==> src/rtl/olad_pkg.sv <==
package olad_pkg;

	// Fixed field widths of the request and result channels
	localparam int ACTION_W = 2;
	localparam int DATA_W   = 32;
	localparam int STATUS_W = 2;
	localparam int POS_W    = 4;
	localparam int COUNT_W  = 5;

	typedef enum logic [ACTION_W-1:0] {
		ACT_APPEND = 2'd0,
		ACT_DELETE = 2'd1,
		ACT_DUMP   = 2'd2
	} action_t;

	typedef enum logic [STATUS_W-1:0] {
		ST_OK        = 2'd0,
		ST_FULL      = 2'd1,
		ST_NOT_FOUND = 2'd2,
		ST_EMPTY     = 2'd3
	} status_t;

	typedef enum logic [2:0] {
		S_IDLE,
		S_DEL_LOAD,
		S_DEL_CMP,
		S_DEL_SHIFT,
		S_DUMP_LOAD,
		S_DUMP_EMIT,
		S_RESP
	} state_t;

	typedef struct packed {
		status_t             status;
		logic [DATA_W-1:0]   value;
		logic [POS_W-1:0]    position;
		logic [COUNT_W-1:0]  count;
		logic                last;
	} result_t;

endpackage

==> src/rtl/olad_req_if.sv <==
interface olad_req_if
	import olad_pkg::*;
();
	logic                      valid;
	logic                      ready;
	logic [ACTION_W-1:0]       action;
	logic signed [DATA_W-1:0]  item_value;

	modport source (output valid, action, item_value, input ready);
	modport sink (input valid, action, item_value, output ready);
endinterface

==> src/rtl/olad_rsp_if.sv <==
interface olad_rsp_if
	import olad_pkg::*;
();
	logic                      valid;
	logic                      ready;
	logic [STATUS_W-1:0]       status;
	logic signed [DATA_W-1:0]  entry_value;
	logic [POS_W-1:0]          entry_position;
	logic [COUNT_W-1:0]        entry_count;
	logic                      last_result;

	modport source (output valid, status, entry_value, entry_position, entry_count,
		last_result, input ready);
	modport sink (input valid, status, entry_value, entry_position, entry_count,
		last_result, output ready);
endinterface

==> src/rtl/olad_mem.sv <==
module olad_mem #(
	parameter int DEPTH = 16,
	parameter int WIDTH = 32,
	parameter int AW    = 4
) (
	input  logic             clk,
	input  logic             we,
	input  logic [AW-1:0]    waddr,
	input  logic [WIDTH-1:0] wdata,
	input  logic [AW-1:0]    raddr,
	output logic [WIDTH-1:0] rdata
);

	logic [WIDTH-1:0] mem [DEPTH];
	logic [WIDTH-1:0] rdata_q;

	// One write port, one registered read port
	always_ff @(posedge clk) begin
		if (we) begin
			mem[waddr] <= wdata;
		end
		rdata_q <= mem[raddr];
	end

	assign rdata = rdata_q;

endmodule

==> src/rtl/olad_ctrl.sv <==
module olad_ctrl
	import olad_pkg::*;
#(
	parameter int CAPACITY    = 16,
	parameter int VALUE_WIDTH = 32,
	parameter int IDX_W       = 4,
	parameter int CNT_W       = 5
) (
	input  logic                   clk,
	input  logic                   arst_n,
	olad_req_if.sink               req,
	olad_rsp_if.source             rsp,
	output logic                   mem_we,
	output logic [IDX_W-1:0]       mem_waddr,
	output logic [VALUE_WIDTH-1:0] mem_wdata,
	output logic [IDX_W-1:0]       mem_raddr,
	input  logic [VALUE_WIDTH-1:0] mem_rdata
);

	state_t                 state_q, state_d;
	logic [CNT_W-1:0]       len_q, len_d;
	logic [IDX_W-1:0]       idx_q, idx_d;
	logic [VALUE_WIDTH-1:0] value_q;
	result_t                res_q, res_d;
	result_t                out_q, out_d;
	logic                   out_valid_q;
	logic                   out_load;

	logic                   accept;
	logic                   out_free;
	logic                   hit;
	logic                   is_full;
	logic                   is_empty;
	logic [CNT_W-1:0]       idx_ext;
	logic [CNT_W-1:0]       idx_inc;
	logic [CNT_W-1:0]       idx_inc2;
	logic [VALUE_WIDTH-1:0] in_value;

	function automatic result_t make_result(status_t st, logic [DATA_W-1:0] val,
		logic [POS_W-1:0] pos, logic [COUNT_W-1:0] cnt, logic lst);
		result_t r;
		r.status   = st;
		r.value    = val;
		r.position = pos;
		r.count    = cnt;
		r.last     = lst;
		return r;
	endfunction

	assign req.ready = (state_q == S_IDLE);
	assign accept    = req.valid && req.ready;
	assign out_free  = !out_valid_q || rsp.ready;

	// Only the low bits of the request value are kept, zero extended
	assign in_value  = VALUE_WIDTH'($unsigned(req.item_value));

	assign idx_ext   = CNT_W'(idx_q);
	assign idx_inc   = idx_ext + CNT_W'(1);
	assign idx_inc2  = idx_ext + CNT_W'(2);
	assign is_full   = (len_q == CNT_W'(CAPACITY));
	assign is_empty  = (len_q == '0);

	// Shared compare unit: entry read last cycle against the request value
	assign hit = (mem_rdata == value_q);

	// Next state
	always_comb begin
		state_d = state_q;
		unique case (state_q)
			S_IDLE: begin
				if (accept) begin
					unique case (req.action)
						ACT_APPEND: state_d = S_RESP;
						ACT_DELETE: state_d = is_empty ? S_RESP : S_DEL_LOAD;
						ACT_DUMP:   state_d = is_empty ? S_RESP : S_DUMP_LOAD;
						default:    state_d = S_IDLE;
					endcase
				end
			end
			S_DEL_LOAD: state_d = S_DEL_CMP;
			S_DEL_CMP: begin
				if (hit) begin
					state_d = (idx_inc == len_q) ? S_RESP : S_DEL_SHIFT;
				end else if (idx_inc == len_q) begin
					state_d = S_RESP;
				end
			end
			S_DEL_SHIFT: begin
				if (idx_inc2 == len_q) begin
					state_d = S_RESP;
				end
			end
			S_DUMP_LOAD: state_d = S_DUMP_EMIT;
			S_DUMP_EMIT: begin
				if (out_free && (idx_inc == len_q)) begin
					state_d = S_IDLE;
				end
			end
			S_RESP: begin
				if (out_free) begin
					state_d = S_IDLE;
				end
			end
			default: state_d = S_IDLE;
		endcase
	end

	// Datapath and memory control
	always_comb begin
		mem_we    = 1'b0;
		mem_waddr = idx_q;
		mem_wdata = mem_rdata;
		mem_raddr = idx_q;
		len_d     = len_q;
		idx_d     = idx_q;
		res_d     = res_q;
		out_load  = 1'b0;
		out_d     = res_q;
		unique case (state_q)
			S_IDLE: begin
				if (accept) begin
					idx_d = '0;
					unique case (req.action)
						ACT_APPEND: begin
							if (is_full) begin
								res_d = make_result(ST_FULL, '0, '0, COUNT_W'(len_q), 1'b1);
							end else begin
								mem_we    = 1'b1;
								mem_waddr = IDX_W'(len_q);
								mem_wdata = in_value;
								len_d     = len_q + CNT_W'(1);
								res_d     = make_result(ST_OK, '0, POS_W'(len_q),
									COUNT_W'(len_q + CNT_W'(1)), 1'b1);
							end
						end
						ACT_DELETE: begin
							res_d = make_result(ST_NOT_FOUND, '0, '0, '0, 1'b1);
						end
						ACT_DUMP: begin
							res_d = make_result(ST_EMPTY, '0, '0, '0, 1'b1);
						end
						default: ;
					endcase
				end
			end
			S_DEL_CMP: begin
				if (hit) begin
					res_d     = make_result(ST_OK, '0, POS_W'(idx_q),
						COUNT_W'(len_q - CNT_W'(1)), 1'b1);
					mem_raddr = IDX_W'(idx_inc);
					if (idx_inc == len_q) begin
						len_d = len_q - CNT_W'(1);
					end
				end else if (idx_inc == len_q) begin
					res_d = make_result(ST_NOT_FOUND, '0, '0, COUNT_W'(len_q), 1'b1);
				end else begin
					idx_d     = IDX_W'(idx_inc);
					mem_raddr = IDX_W'(idx_inc);
				end
			end
			S_DEL_SHIFT: begin
				// Entry idx+1 was read last cycle; it moves one place toward the head
				mem_we    = 1'b1;
				mem_waddr = idx_q;
				mem_wdata = mem_rdata;
				idx_d     = IDX_W'(idx_inc);
				mem_raddr = IDX_W'(idx_inc2);
				if (idx_inc2 == len_q) begin
					len_d = len_q - CNT_W'(1);
				end
			end
			S_DUMP_EMIT: begin
				out_d = make_result(ST_OK, DATA_W'(mem_rdata), POS_W'(idx_q),
					COUNT_W'(len_q), idx_inc == len_q);
				if (out_free) begin
					out_load  = 1'b1;
					idx_d     = IDX_W'(idx_inc);
					mem_raddr = IDX_W'(idx_inc);
				end
			end
			S_RESP: begin
				out_load = out_free;
			end
			default: ;
		endcase
	end

	// Control state
	always_ff @(posedge clk or negedge arst_n) begin
		if (!arst_n) begin
			state_q     <= S_IDLE;
			len_q       <= '0;
			idx_q       <= '0;
			out_valid_q <= 1'b0;
		end else begin
			state_q <= state_d;
			len_q   <= len_d;
			idx_q   <= idx_d;
			if (out_load) begin
				out_valid_q <= 1'b1;
			end else if (rsp.ready) begin
				out_valid_q <= 1'b0;
			end
		end
	end

	// Payload registers
	always_ff @(posedge clk) begin
		if (accept) begin
			value_q <= in_value;
		end
		res_q <= res_d;
		if (out_load) begin
			out_q <= out_d;
		end
	end

	assign rsp.valid          = out_valid_q;
	assign rsp.status         = out_q.status;
	assign rsp.entry_value    = out_q.value;
	assign rsp.entry_position = out_q.position;
	assign rsp.entry_count    = out_q.count;
	assign rsp.last_result    = out_q.last;

endmodule

==> src/rtl/ordered_list_append_delete_top.sv <==
// Ordered list of up to CAPACITY values held in a single-port-write, registered-read
// memory. One request at a time: req.ready is high only while the block is idle, and
// a finished result waits in the output register so a new request can be taken
// before it is collected. Delete searches the entries from the head with one shared
// equality compare through the single memory read port, then moves each later entry
// one place toward the head. Dump emits one entry per cycle while rsp.ready stays
// high. A miss, a full append or an empty dump gives one status result. Action code
// 3 is dropped with no result. Values keep their low VALUE_WIDTH bits and are
// compared as raw bit patterns.
module ordered_list_append_delete_top #(
	parameter int CAPACITY    = 16,
	parameter int VALUE_WIDTH = 32
) (
	input  logic       clk,
	input  logic       arst_n,
	olad_req_if.sink   req,
	olad_rsp_if.source rsp
);

	localparam int IDX_W = $clog2(CAPACITY);
	localparam int CNT_W = $clog2(CAPACITY + 1);

	logic                   mem_we;
	logic [IDX_W-1:0]       mem_waddr;
	logic [VALUE_WIDTH-1:0] mem_wdata;
	logic [IDX_W-1:0]       mem_raddr;
	logic [VALUE_WIDTH-1:0] mem_rdata;

	// Sequencer, compare unit and output register
	olad_ctrl #(
		.CAPACITY   (CAPACITY),
		.VALUE_WIDTH(VALUE_WIDTH),
		.IDX_W      (IDX_W),
		.CNT_W      (CNT_W)
	) u_ctrl (
		.clk      (clk),
		.arst_n   (arst_n),
		.req      (req),
		.rsp      (rsp),
		.mem_we   (mem_we),
		.mem_waddr(mem_waddr),
		.mem_wdata(mem_wdata),
		.mem_raddr(mem_raddr),
		.mem_rdata(mem_rdata)
	);

	// Entry store
	olad_mem #(
		.DEPTH(CAPACITY),
		.WIDTH(VALUE_WIDTH),
		.AW   (IDX_W)
	) u_mem (
		.clk  (clk),
		.we   (mem_we),
		.waddr(mem_waddr),
		.wdata(mem_wdata),
		.raddr(mem_raddr),
		.rdata(mem_rdata)
	);

endmodule

==> src/flat_wrapper.sv <==
// flat-port wrapper written by rule: the top's interface ports become plain ports
module ordered_list_append_delete_top_flat 
#(
	parameter int CAPACITY    = 16,
	parameter int VALUE_WIDTH = 32
)
  (clk, arst_n, req_valid, req_action, req_item_value, req_ready, rsp_valid, rsp_status, rsp_entry_value, rsp_entry_position, rsp_entry_count, rsp_last_result, rsp_ready);
  olad_req_if req_i ();
  olad_rsp_if rsp_i ();
  input  logic clk;
  input  logic arst_n;
  input wire logic [$bits(req_i.valid)-1:0] req_valid;
  input wire logic [$bits(req_i.action)-1:0] req_action;
  input wire logic [$bits(req_i.item_value)-1:0] req_item_value;
  output wire logic [$bits(req_i.ready)-1:0] req_ready;
  output wire logic [$bits(rsp_i.valid)-1:0] rsp_valid;
  output wire logic [$bits(rsp_i.status)-1:0] rsp_status;
  output wire logic [$bits(rsp_i.entry_value)-1:0] rsp_entry_value;
  output wire logic [$bits(rsp_i.entry_position)-1:0] rsp_entry_position;
  output wire logic [$bits(rsp_i.entry_count)-1:0] rsp_entry_count;
  output wire logic [$bits(rsp_i.last_result)-1:0] rsp_last_result;
  input wire logic [$bits(rsp_i.ready)-1:0] rsp_ready;
  assign req_i.valid = req_valid;
  assign req_i.action = req_action;
  assign req_i.item_value = req_item_value;
  assign req_ready = req_i.ready;
  assign rsp_valid = rsp_i.valid;
  assign rsp_status = rsp_i.status;
  assign rsp_entry_value = rsp_i.entry_value;
  assign rsp_entry_position = rsp_i.entry_position;
  assign rsp_entry_count = rsp_i.entry_count;
  assign rsp_last_result = rsp_i.last_result;
  assign rsp_i.ready = rsp_ready;
  ordered_list_append_delete_top #(.CAPACITY(CAPACITY), .VALUE_WIDTH(VALUE_WIDTH)) u_core (.clk(clk), .arst_n(arst_n), .req(req_i), .rsp(rsp_i));
endmodule
==> config.mk <==
export PLATFORM = sky130hd
export DESIGN_NAME = ordered_list_append_delete_top_flat
export DESIGN_NICKNAME = d
export VERILOG_FILES = /design/src/rtl/olad_pkg.sv /design/src/rtl/olad_req_if.sv /design/src/rtl/olad_rsp_if.sv /design/src/rtl/olad_mem.sv /design/src/rtl/olad_ctrl.sv /design/src/rtl/ordered_list_append_delete_top.sv /design/src/flat_wrapper.sv
export SDC_FILE = /design/constraint.sdc
export NUM_CORES = 1
export LEC_CHECK = 0
export ABC_AREA = 1
export BUFFER_PORTS_ARGS = -buffer_cell sky130_fd_sc_hd__buf_2
export CORE_MARGIN = 8
export CORE_UTILIZATION = 46
export CTS_BUF_LIST = sky130_fd_sc_hd__clkbuf_8
export DETAILED_ROUTE_END_ITERATION = 12
export PLACE_DENSITY_LB_ADDON = 0.2
export SETUP_SLACK_MARGIN = 0.02
export SYNTH_ARGS = -nofsm -noshare
export SYNTH_HDL_FRONTEND = slang
export SYNTH_SLANG_ARGS = --single-unit
==> constraint.sdc <==
create_clock -name clk -period 4.6 [get_ports clk]
set_input_delay 1.38 -clock clk [delete_from_list [all_inputs] [get_ports clk]]
set_output_delay 1.38 -clock clk [all_outputs]
set_load 0.1 [all_outputs]
==> impl_results.md, run 1 <==
* WL final at around 74000 um
* Drt pass-1 iters at 5
* Worst hold path type: flop to flop
* Worst setup EP type: flop
* Setup bufs post-CTS at 0
* Total number of vias at between 15000 and 20000
* Area grow syn2layout at 12.1%
* DR vias/cell at around 5.4
* Number of global-route vias before repair at just under 20000
* Die height at 264 um
* Initial DRC Count at 2011
* Clock-pin slew on the worst setup and hold paths at roughly 60 ps
* Synthesized netlist cell count at between 2000 and 3000
* Number of H-tree levels at 3
* Avg WL per Cell at around 20 um
* Post-Layout Cell Count at about 3700
* Filler cells at 5411
* Initial antenna violation count at 1
* Setup_tns at 0 ps
* Final Skew at about 29 ps
* Pleak at 0.0133 uW
* Post-route cell area at 0.0318 sq mm
* Die area at about 0.07 sq mm
* Worst Setup Slack, final at 917 ps
* Maximum net fanout on the critical path at 20
* Synth unique cells at 41
* Register area share after synthesis at about two thirds
* Arrival @ worst endpoint at about 4300 ps
* PD cells at approximately 350 mW/mm^2
* Mapped cell area at between 0.02 and 0.03 sq mm
* Maximum VDD drop at 209 uV
* Global-route wire length before repair at approximately 110000 um
* Ports at 84
* CTS resizes at 0
* Root buffer cell: clkbuf_8
* Crit start category: flop
* Slew Limit Fails at 0
* Clk_lat worst skew at about 700 ps
* Core Footprint at around 0.061 sq mm
* GP Congestion at ~0.88
* # port buffers at between 80 and 90
* Hold_buf cts at 0
* Synth Register Bits at 644
* Final ANT Viol Nets at 0
* Leading area contributor after synthesis: edfxtp_1
* # DRC at 0
* Top cell type's share of synthesized area at ~63%
* Pre-CTS setup slack at ~560 ps
* Area of the multi-input gates at ~0.0073 sq mm
* # placed instances at 3518
* Register area at between 0.015 and 0.02 sq mm
* Setup violators final at 0
* Sinks on Clock Net at between 600 and 700
* Total global-route track usage at between 20% and 30%
* Slew of the pin with the lowest slew margin at approximately 1300 ps
* CTS tree: done
* Final hold vios at 0
* Avg Cell Area, Syn at between 10 and 15 sq um
* Max Fclk at 272 MHz
* Inserted Clock Buffers at about 110
* Kind of critical path: flop to flop
* Post-layout min period at 3680 ps
* Max-cap violations at 0
* Tcrit/Tclk final at between 80% and 90%
* Die width at 264 um
* Synthesis Warnings at 0
* Clock tree buffer depth at 3
* Detailed placer's ending HPWL at 40000 um
* Req. time, crit path at 5220 ps
* Largest net degree at the start of global routing at about 150
* Num rows at 91
* Relative slew slack at a little over a tenth
* Area contributors post-synth: edfxtp_1 63%, nand3_1 10%, nand2_1 8.5%
* Status: finished clean
* Final Net Count at 2885
* DP Area at 0.0298 sq mm
* Syn Nets at ~2800
* Total congestion overflow at 0
* Share of cells above drive strength 1 at ~11%
* Starting Density at between 40% and 50%
* RSZ-0062 raised after global routing: false
[logic make-up after synthesis]
kind of cell,after synthesis,synth area share (%)
and+or+nand+nor,1418,22.1
DFF,644,66.8
AOI/OAI and AO/OA,113,2.26
xor gates and xnor gates,13,0.401
buffers and inverters,545,8.06
adders and majority gates,9,0.397
[registers in the layout, indices dropped and copies added, names as in the netlist]
signal / count
u_core.u_mem.mem: 512
u_core.u_ctrl.rsp.entry_value: 32
u_core.u_ctrl.value_q: 32
u_core.u_mem.rdata: 32
u_core.u_ctrl.res_q: 11
u_core.u_ctrl.len_q: 5
u_core.u_ctrl.rsp.entry_count: 5
u_core.u_ctrl.idx_q: 4
u_core.u_ctrl.rsp.entry_position: 4
u_core.u_ctrl.state_q: 3
u_core.u_ctrl.rsp.status: 2
u_core.u_ctrl.rsp.last_result: 1
u_core.u_ctrl.rsp.valid: 1
[cells in the mapped netlist, drive strengths merged]
cell     count
a211oi       2
a21oi       45
a221o        1
a221oi       1
a22oi        1
a31oi        2
a41oi        1
buf        102
clkbuf      47
dfrtp       13
dfxtp       32
edfxtp     599
ha           9
inv        396
nand2      644
nand3      594
nand3b      33
nand4        4
nor2       141
nor3         2
o2111ai      1
o211ai       3
o21ai       46
o21bai       1
o221ai       5
o22ai        4
xnor2        2
xor2        11
[cell type report]
class                      instances  share of cell area, %
tap                              790                   3.11
clock inverter                    77                   1.01
sequential                       644                   59.6
multi-input combinational       1553                   23.1
clock buffer                     122                   5.28
inverter                         396                   4.67
timing repair buffer             135                   3.28
antenna                            1                0.00787
[power breakdown]
group / internal, uW / switching [uW]
logic: 13.3 / 17.0
registers: 6310 / 0.0000000000000217
clock network: 2410 / 2280
total: 8740 / 2290
[stage by stage]
step           utilization (%)  hold WS (ps)  power, uW
6_report                  51.8           516      11000
5_1_grt                   51.8           549      11400
4_1_cts                   51.8           519      11100
3_5_place_dp              48.6           517       6460
3_3_place_gp              48.6           512       6460
2_1_floorplan                -           500       6440
[routing by layer]
layer	share of wire [%]	track usage, %
met1	43	27.8
met2	47	34.2
met3	7.0	3.39
met4	2.7	7.57
met5	0	0
[worst max-delay path, stage by stage, from the launching register on]
cell	delay, ps
edfxtp_1	380
nand2_1	80
nand2_1	50
nor2_1	310
nand2_1	190
nor2_1	210
nand2_1	110
nor2_2	240
inv_1	130
nor2_2	310
inv_1	250
o21ai_1	260
o22ai_4	100
inv_2	390
buf_12	280
nand3_1	180
nand2_1	110
[final timing paths]
kind                       cells past startpoint  slack, ps                          endpoint                      start
min in group asynchronous                      1        570            u_core.u_ctrl.len_q[1]                     arst_n
hold / removal                                 2        520  u_core.u_ctrl.rsp.entry_count[1]     u_core.u_ctrl.res_q[2]
setup reg to reg                              16        920             u_core.u_mem.rdata[0]  u_core.u_ctrl.value_q[13]
setup / recovery                              16        920             u_core.u_mem.rdata[0]  u_core.u_ctrl.value_q[13]
max in group asynchronous                      1       3760            u_core.u_ctrl.idx_q[3]                     arst_n
hold reg to reg                                2        520  u_core.u_ctrl.rsp.entry_count[1]     u_core.u_ctrl.res_q[2]
[layout by cell type (no fill, tap or decap), types with 11 or more instances in the layout]
cell / netlist / layout
buf_12: 0 / 19
inv_2: 26 / 26
edfxtp_1: 599 / 599
buf_4: 32 / 33
clkinv_1: 0 / 14
clkbuf_8: 0 / 122
nand2_1: 640 / 639
nor2_4: 2 / 21
xor2_1: 11 / 11
nand3_1: 592 / 591
a21oi_1: 45 / 45
dfxtp_1: 32 / 32
nor2_1: 134 / 114
dfrtp_1: 13 / 13
buf_2: 61 / 83
clkinv_2: 0 / 11
inv_1: 370 / 418
o21ai_0: 41 / 41
nand3b_1: 33 / 33
Note: power is estimated with default switching activity, not from simulation.
==> run 2: changes to the inputs <==
==> constraint.sdc (replaced) <==
create_clock -name clk -period 3.3 [get_ports clk]
set_input_delay 0.99 -clock clk [delete_from_list [all_inputs] [get_ports clk]]
set_output_delay 0.99 -clock clk [all_outputs]
set_load 0.1 [all_outputs]
==> run 2 against run 1 <==
Register-to-register slack worse by 740 ps. Clock power up 43%. Via count shrank 0.11%. Fmax rose by 18%. Worst hold slack worse by 330 ps. Design area is 3.2% higher. Flip-flop and latch count did not move. Final cell count rose by 1.8%. Critical path type unchanged. Highest routed layer unchanged.
==> impl_results.md, run 2 (same netlist as run 1, synthesis figures left out) <==
* CP Capture Point: u_core.u_mem.rdata[29]
* Kind of critical path: flop to flop
* Clock tree buffer depth at 3
* Avg WL per Cell at 19.4 um
* Num rows at 91
* Drt pass-1 iters at 6
* Die width at 264 um
* Starting Density at roughly 46%
* Number of global-route vias before repair at 19500
* Die height at 264 um
* Tcrit/Tclk final at between 90% and 100%
* FF-to-FF path depth at 19
* Die area at approximately 0.070 sq mm
* Setup violators final at 0
* Total global-route track usage at 20.6%
* Setup_tns at 0 ps
* Worst setup EP type: flop
* Initial DRC Count at 2033
* Core Footprint at around 0.061 sq mm
* Relative slew slack at between 10% and 20%
* Final Net Count at between 2000 and 3000
* Post-Layout Cell Count at roughly 3800
* Maximum VDD drop at just under 300 uV
* Largest net degree at the start of global routing at roughly 80
* # placed instances at between 3000 and 4000
* Max Fclk at between 300 and 400 MHz
* Filler cells at 5240
* RSZ-0062 raised after global routing: true
* Critical R2R Capture: u_core.u_mem.rdata[29]
* Maximum net fanout on the critical path at 25
* WL final at 73600 um
* Req. time, crit path at about 4000 ps
* Worst reg2reg startpoint: u_core.u_mem.rdata[23]
* # DRC at 0
* Pleak at around 0.014 uW
* Total congestion overflow at 0
* DR vias/cell at around 5.2
* Final hold vios at 0
* Largest reg by FF count: u_core.u_mem.mem
* Clk_lat worst skew at approximately 710 ps
* PD cells at between 400 and 500 mW/mm^2
* Status: finished clean
* Worst hold path type: input port to asynchronous set/reset pin
* Slew of the pin with the lowest slew margin at 1270 ps
* Area grow syn2layout at 15.7%
* Max reg flops at around 510
* Number of H-tree levels at 3
* Clock-pin slew on the worst setup and hold paths at 60 ps
* Root buffer cell: clkbuf_8
* Commonest non-fill, non-tap cells in the layout: 635 x nand2_1, 599 x edfxtp_1, 589 x nand3_1, 405 x inv_1, 118 x clkbuf_8
* Global-route wire length before repair at 113000 um
* Inserted Clock Buffers at 105
* # port buffers at 83
* Total number of vias at roughly 20000
* Crit path from: u_core.u_mem.rdata[23]
* Initial antenna violation count at 2
* Final ANT Viol Nets at 0
* Ports at 84
* R2R Setup Slk at about 180 ps
* GP Congestion at slightly below 0.9
* Max-cap violations at 0
* CTS tree: done
* Crit start category: flop
* Slew Limit Fails at 0
* Post-layout min period at roughly 3100 ps
* Hold_buf cts at 0
* Final Skew at 50.6 ps
* Share of cells above drive strength 1 at between 10% and 20%
* Most common cell after layout, fill and taps aside: nand2_1
* Arrival @ worst endpoint at 3750 ps
* Pwr Total at roughly 16000 uW
* Sinks on Clock Net at ~640
* Detailed placer's ending HPWL at between 40000 and 50000 um
run 2: cell types whose count changed in the layout (fill, tap and decap cells not counted), sizes merged:
cell,before,now
clkinv,25,30
clkinvlp,2,3
inv,446,438
buf,135,203
bufinv,0,3
diode,1,3
clkbuf,122,119
run 2: report_power, final:
| group | total (uW) | switching [uW] | internal, uW |
|---|---|---|---|
| Sequential | 8800 | 0.0000000000000231 | 8800 |
| Clock | 6700 | 3170 | 3520 |
| Combinational | 43.3 | 24.6 | 18.6 |
run 2: metal layers:
metal  global-route usage [%]  routed length, um  vias up
li1                         -                  -     9525
met4                     7.06               1710        0
met2                     34.0              35000      644
met1                     27.8              32500     9572
met3                     3.08               4320      134
met5                        0                  0        -
run 2: cell type report:
type,count,area [sq um],area share [%]
inverter,396,1490,4.53
clock buffer,118,1620,4.95
clock inverter,78,432,1.31
tap,790,988,3.01
sequential,644,19000,57.7
multi-input combinational,1553,7390,22.5
timing repair buffer,204,1960,5.96
antenna,3,7.51,0.0229
run 2: worst min-delay path by stage:
stage	startpoint	to	slack, ps	cells past startpoint
2_1_floorplan	u_core.u_ctrl.res_q[1]	u_core.u_ctrl.rsp.entry_count[0]	500	2
3_3_place_gp	u_core.u_ctrl.res_q[3]	u_core.u_ctrl.rsp.entry_count[2]	510	2
3_5_place_dp	u_core.u_ctrl.res_q[6]	u_core.u_ctrl.rsp.entry_position[0]	520	2
4_1_cts	arst_n	u_core.u_ctrl.len_q[0]	120	1
5_1_grt	arst_n	u_core.u_ctrl.idx_q[3]	160	1
6_report	arst_n	u_core.u_ctrl.len_q[0]	190	1
run 2: repair_timing:
item,4_1_cts,5_1_grt
setup endpoints to repair,0,31
setup buffers,0,3
resized for setup,0,3
run 2: through the flow:
stage / setup WS, ps / utilization (%) / instance area [sq um] / hold slack, ps
6_report: 182 / 53.5 / 32800 / 187
5_1_grt: 11.0 / 53.5 / 32800 / 161
4_1_cts: 29.7 / 53.4 / 32800 / 121
3_5_place_dp: 32.7 / 50.0 / 30700 / 520
3_3_place_gp: 49.6 / 50.0 / 30700 / 513
2_1_floorplan: -386 / - / 28600 / 500
run 2: worst max-delay path, stage by stage (launching register included):
cell     delay (ps)
dfxtp_1         350
inv_1            80
nand2_1          60
nand2_1          60
nor2_1          110
nand2_1         110
nor2_1          260
buf_4           170
nand2_1          50
nor2_2          220
inv_1           120
nor2_2          240
nand2_1         140
a31oi_4         230
buf_12          160
inv_2            50
buf_4           250
nand3_1         160
nand3_1         110
nand2_1          80
==> run 3: changes to the inputs <==
--- a/config.mk
+++ b/config.mk
@@ -8,7 +8,7 @@
 export ABC_AREA = 1
 export BUFFER_PORTS_ARGS = -buffer_cell sky130_fd_sc_hd__buf_2
 export CORE_MARGIN = 8
-export CORE_UTILIZATION = 46
+export CORE_UTILIZATION = 58
 export CTS_BUF_LIST = sky130_fd_sc_hd__clkbuf_8
 export DETAILED_ROUTE_END_ITERATION = 12
 export PLACE_DENSITY_LB_ADDON = 0.2
@@ -16,3 +16,4 @@
 export SYNTH_ARGS = -nofsm -noshare
 export SYNTH_HDL_FRONTEND = slang
 export SYNTH_SLANG_ARGS = --single-unit
+export TNS_END_PERCENT = 1
==> run 3 against run 2 <==
Total power shrank 0.28%. Clock power down 0.7%. Clock-buffer cell count up 5. Via count grew 2.7%. Critical path depth unchanged. Wire length fell by 0.38%. Non-clock buffer count grew 1.
==> impl_results.md, run 3 (same netlist as run 1, synthesis figures left out) <==
* Status: finished clean
* Most common cell after layout, fill and taps aside: nand2_1
* Number of global-route vias before repair at about 20000
* Worst setup EP type: flop
* Relative slew slack at between 10% and 20%
* Final hold vios at 0
* Starting Density at between 50% and 60%
* Die width at around 240 um
* Root buffer cell: clkbuf_8
* Total congestion overflow at 0
* Final Net Count at around 3000
* Post-layout min period at ~3100 ps
* Layout Utilization at approximately two thirds
* Max-cap violations at 0
* Sinks on Clock Net at 644
* Tcrit/Tclk final at 94.1%
* Pleak at 0.0138 uW
* Final Skew at around 45 ps
* Total number of vias at 20400
* Worst Setup Slack, final at around 200 ps
* Largest net degree at the start of global routing at approximately 150
* Area of the multi-input gates at 0.00738 sq mm
* Number of H-tree levels at 3
* # DRC at 0
* Pwr Total at roughly 15000 uW
* Crit start category: flop
* Detailed placer's ending HPWL at 42300 um
* Clk_lat worst skew at approximately 710 ps
* Core Footprint at slightly below 0.05 sq mm
* PD cells at about 470 mW/mm^2
* Slew of the pin with the lowest slew margin at approximately 1200 ps
* Share of cells above drive strength 1 at between 10% and 20%
* Final ANT Viol Nets at 0
* Setup violators final at 0
* Maximum net fanout on the critical path at approximately 110
* Maximum VDD drop at between 300 and 400 uV
* Global-route wire length before repair at around 110000 um
* GR Layer Usage met2 at 41.3%
* GR Util met3 at about 4.7%
* RSZ-0062 raised after global routing: false
* Commonest non-fill, non-tap cells in the layout: 636 x nand2_1, 599 x edfxtp_1, 589 x nand3_1, 420 x inv_1, 123 x clkbuf_8
* Register area at 0.0190 sq mm
* Req. time, crit path at roughly 3900 ps
* Max reg flops at slightly above 500
* Initial antenna violation count at 0
* Met1 Track Usage GR at 34.5%
* Avg WL per Cell at slightly above 20 um
* Worst hold path type: input port to asynchronous set/reset pin
* Filler cells at approximately 3600
* Arrival @ worst endpoint at between 3000 and 4000 ps
* WL final at roughly 73000 um
* Kind of critical path: flop to flop
* Max Fclk at between 300 and 400 MHz
* Ports at between 80 and 90
* DR vias/cell at 5.64
* Pre-CTS setup slack at -25.9 ps
* Num rows at between 80 and 90
* GP Congestion at between 0.8 and 0.9
* Diodes inserted at 0
* Clock-pin slew on the worst setup and hold paths at approximately 70 ps
* Initial DRC Count at between 2000 and 2500
* Total global-route track usage at between 20 and 30%
* Drt pass-1 iters at 7
* Area grow syn2layout at 15.7%
* GRT Max-Usage Layer: met2
* Die height at ~240 um
* Clock tree buffer depth at 3
* # port buffers at 83
* Largest reg by FF count: u_core.u_mem.mem
* Die area at ~0.056 sq mm
* Slew Limit Fails at 0
* Inserted Clock Buffers at slightly above 100
* CTS tree: done
[run 3: power breakdown]
part | internal [uW] | total (uW) | switching [uW]
Combinational | 18.6 | 42.7 | 24.1
Sequential | 8790 | 8790 | 0.0000000000000212
Clock | 3540 | 6650 | 3110
[run 3: worst paths after layout]
check	end	cells past startpoint	slack, ps	start
max	u_core.u_mem.rdata[13]	19	200	u_core.u_ctrl.idx_q[1]
min	u_core.u_ctrl.state_q[1]	1	200	arst_n
max reg2reg	u_core.u_mem.rdata[13]	19	200	u_core.u_ctrl.idx_q[1]
min reg2reg	u_core.u_ctrl.rsp.entry_position[2]	2	520	u_core.u_ctrl.res_q[8]
max in group asynchronous	u_core.u_ctrl.state_q[0]	1	2820	arst_n
min in group clk	u_core.u_ctrl.value_q[29]	1	480	req_item_value[29]
[run 3: worst max-delay path, cell delays in order, from the launching register on]
cell and delay, ps:
dfrtp_1 480, ha_1 420, inv_1 100, nand2_1 80
nand2_1 60, nor2_1 80, nand2_1 60, nor2_2 150
nand2_4 100, nand2_1 80, nand2_1 70, inv_2 60
nand2_2 60, nand3_4 160, buf_16 380, nand3_1 120
nand3_1 130, nand3_1 110, nand3_1 110, nand2_1 90
[run 3: area by class of cell]
type / count / share of cell area (%)
timing repair buffer: 205 / 6.63
clock inverter: 72 / 1.11
inverter: 396 / 4.53
multi-input combinational: 1553 / 22.5
sequential: 644 / 57.7
tap: 622 / 2.37
clock buffer: 123 / 5.16
[run 3: per-stage QoR]
stage / cell area, sq um / hold WS [ps] / TNS, ps / cells
6_report: 32800 / 201 / 0 / 3615
5_1_grt: 32800 / 194 / 0 / 3615
4_1_cts: 32800 / 160 / 0 / 3615
3_5_place_dp: 30700 / 512 / -187 / 3416
3_3_place_gp: 30700 / 509 / 0 / 3416
2_1_floorplan: 28600 / 500 / -187420 / 2742
[run 3: timing repair]
| item | 4_1_cts | 5_1_grt |
|---|---|---|
| hold buffers | 0 | 0 |
| gates resized for setup | 0 | 1 |
| pin swaps | 1 | 0 |
| setup endpoints to repair | 1 | 1 |
| setup buffers | 4 | 0 |
[run 3: routing by layer]
metal  vias up  share of wire (%)
met5         -                  0
met4         0                3.1
met3       158                8.8
met2       976                 48
met1      9746                 41
li1       9523                  -
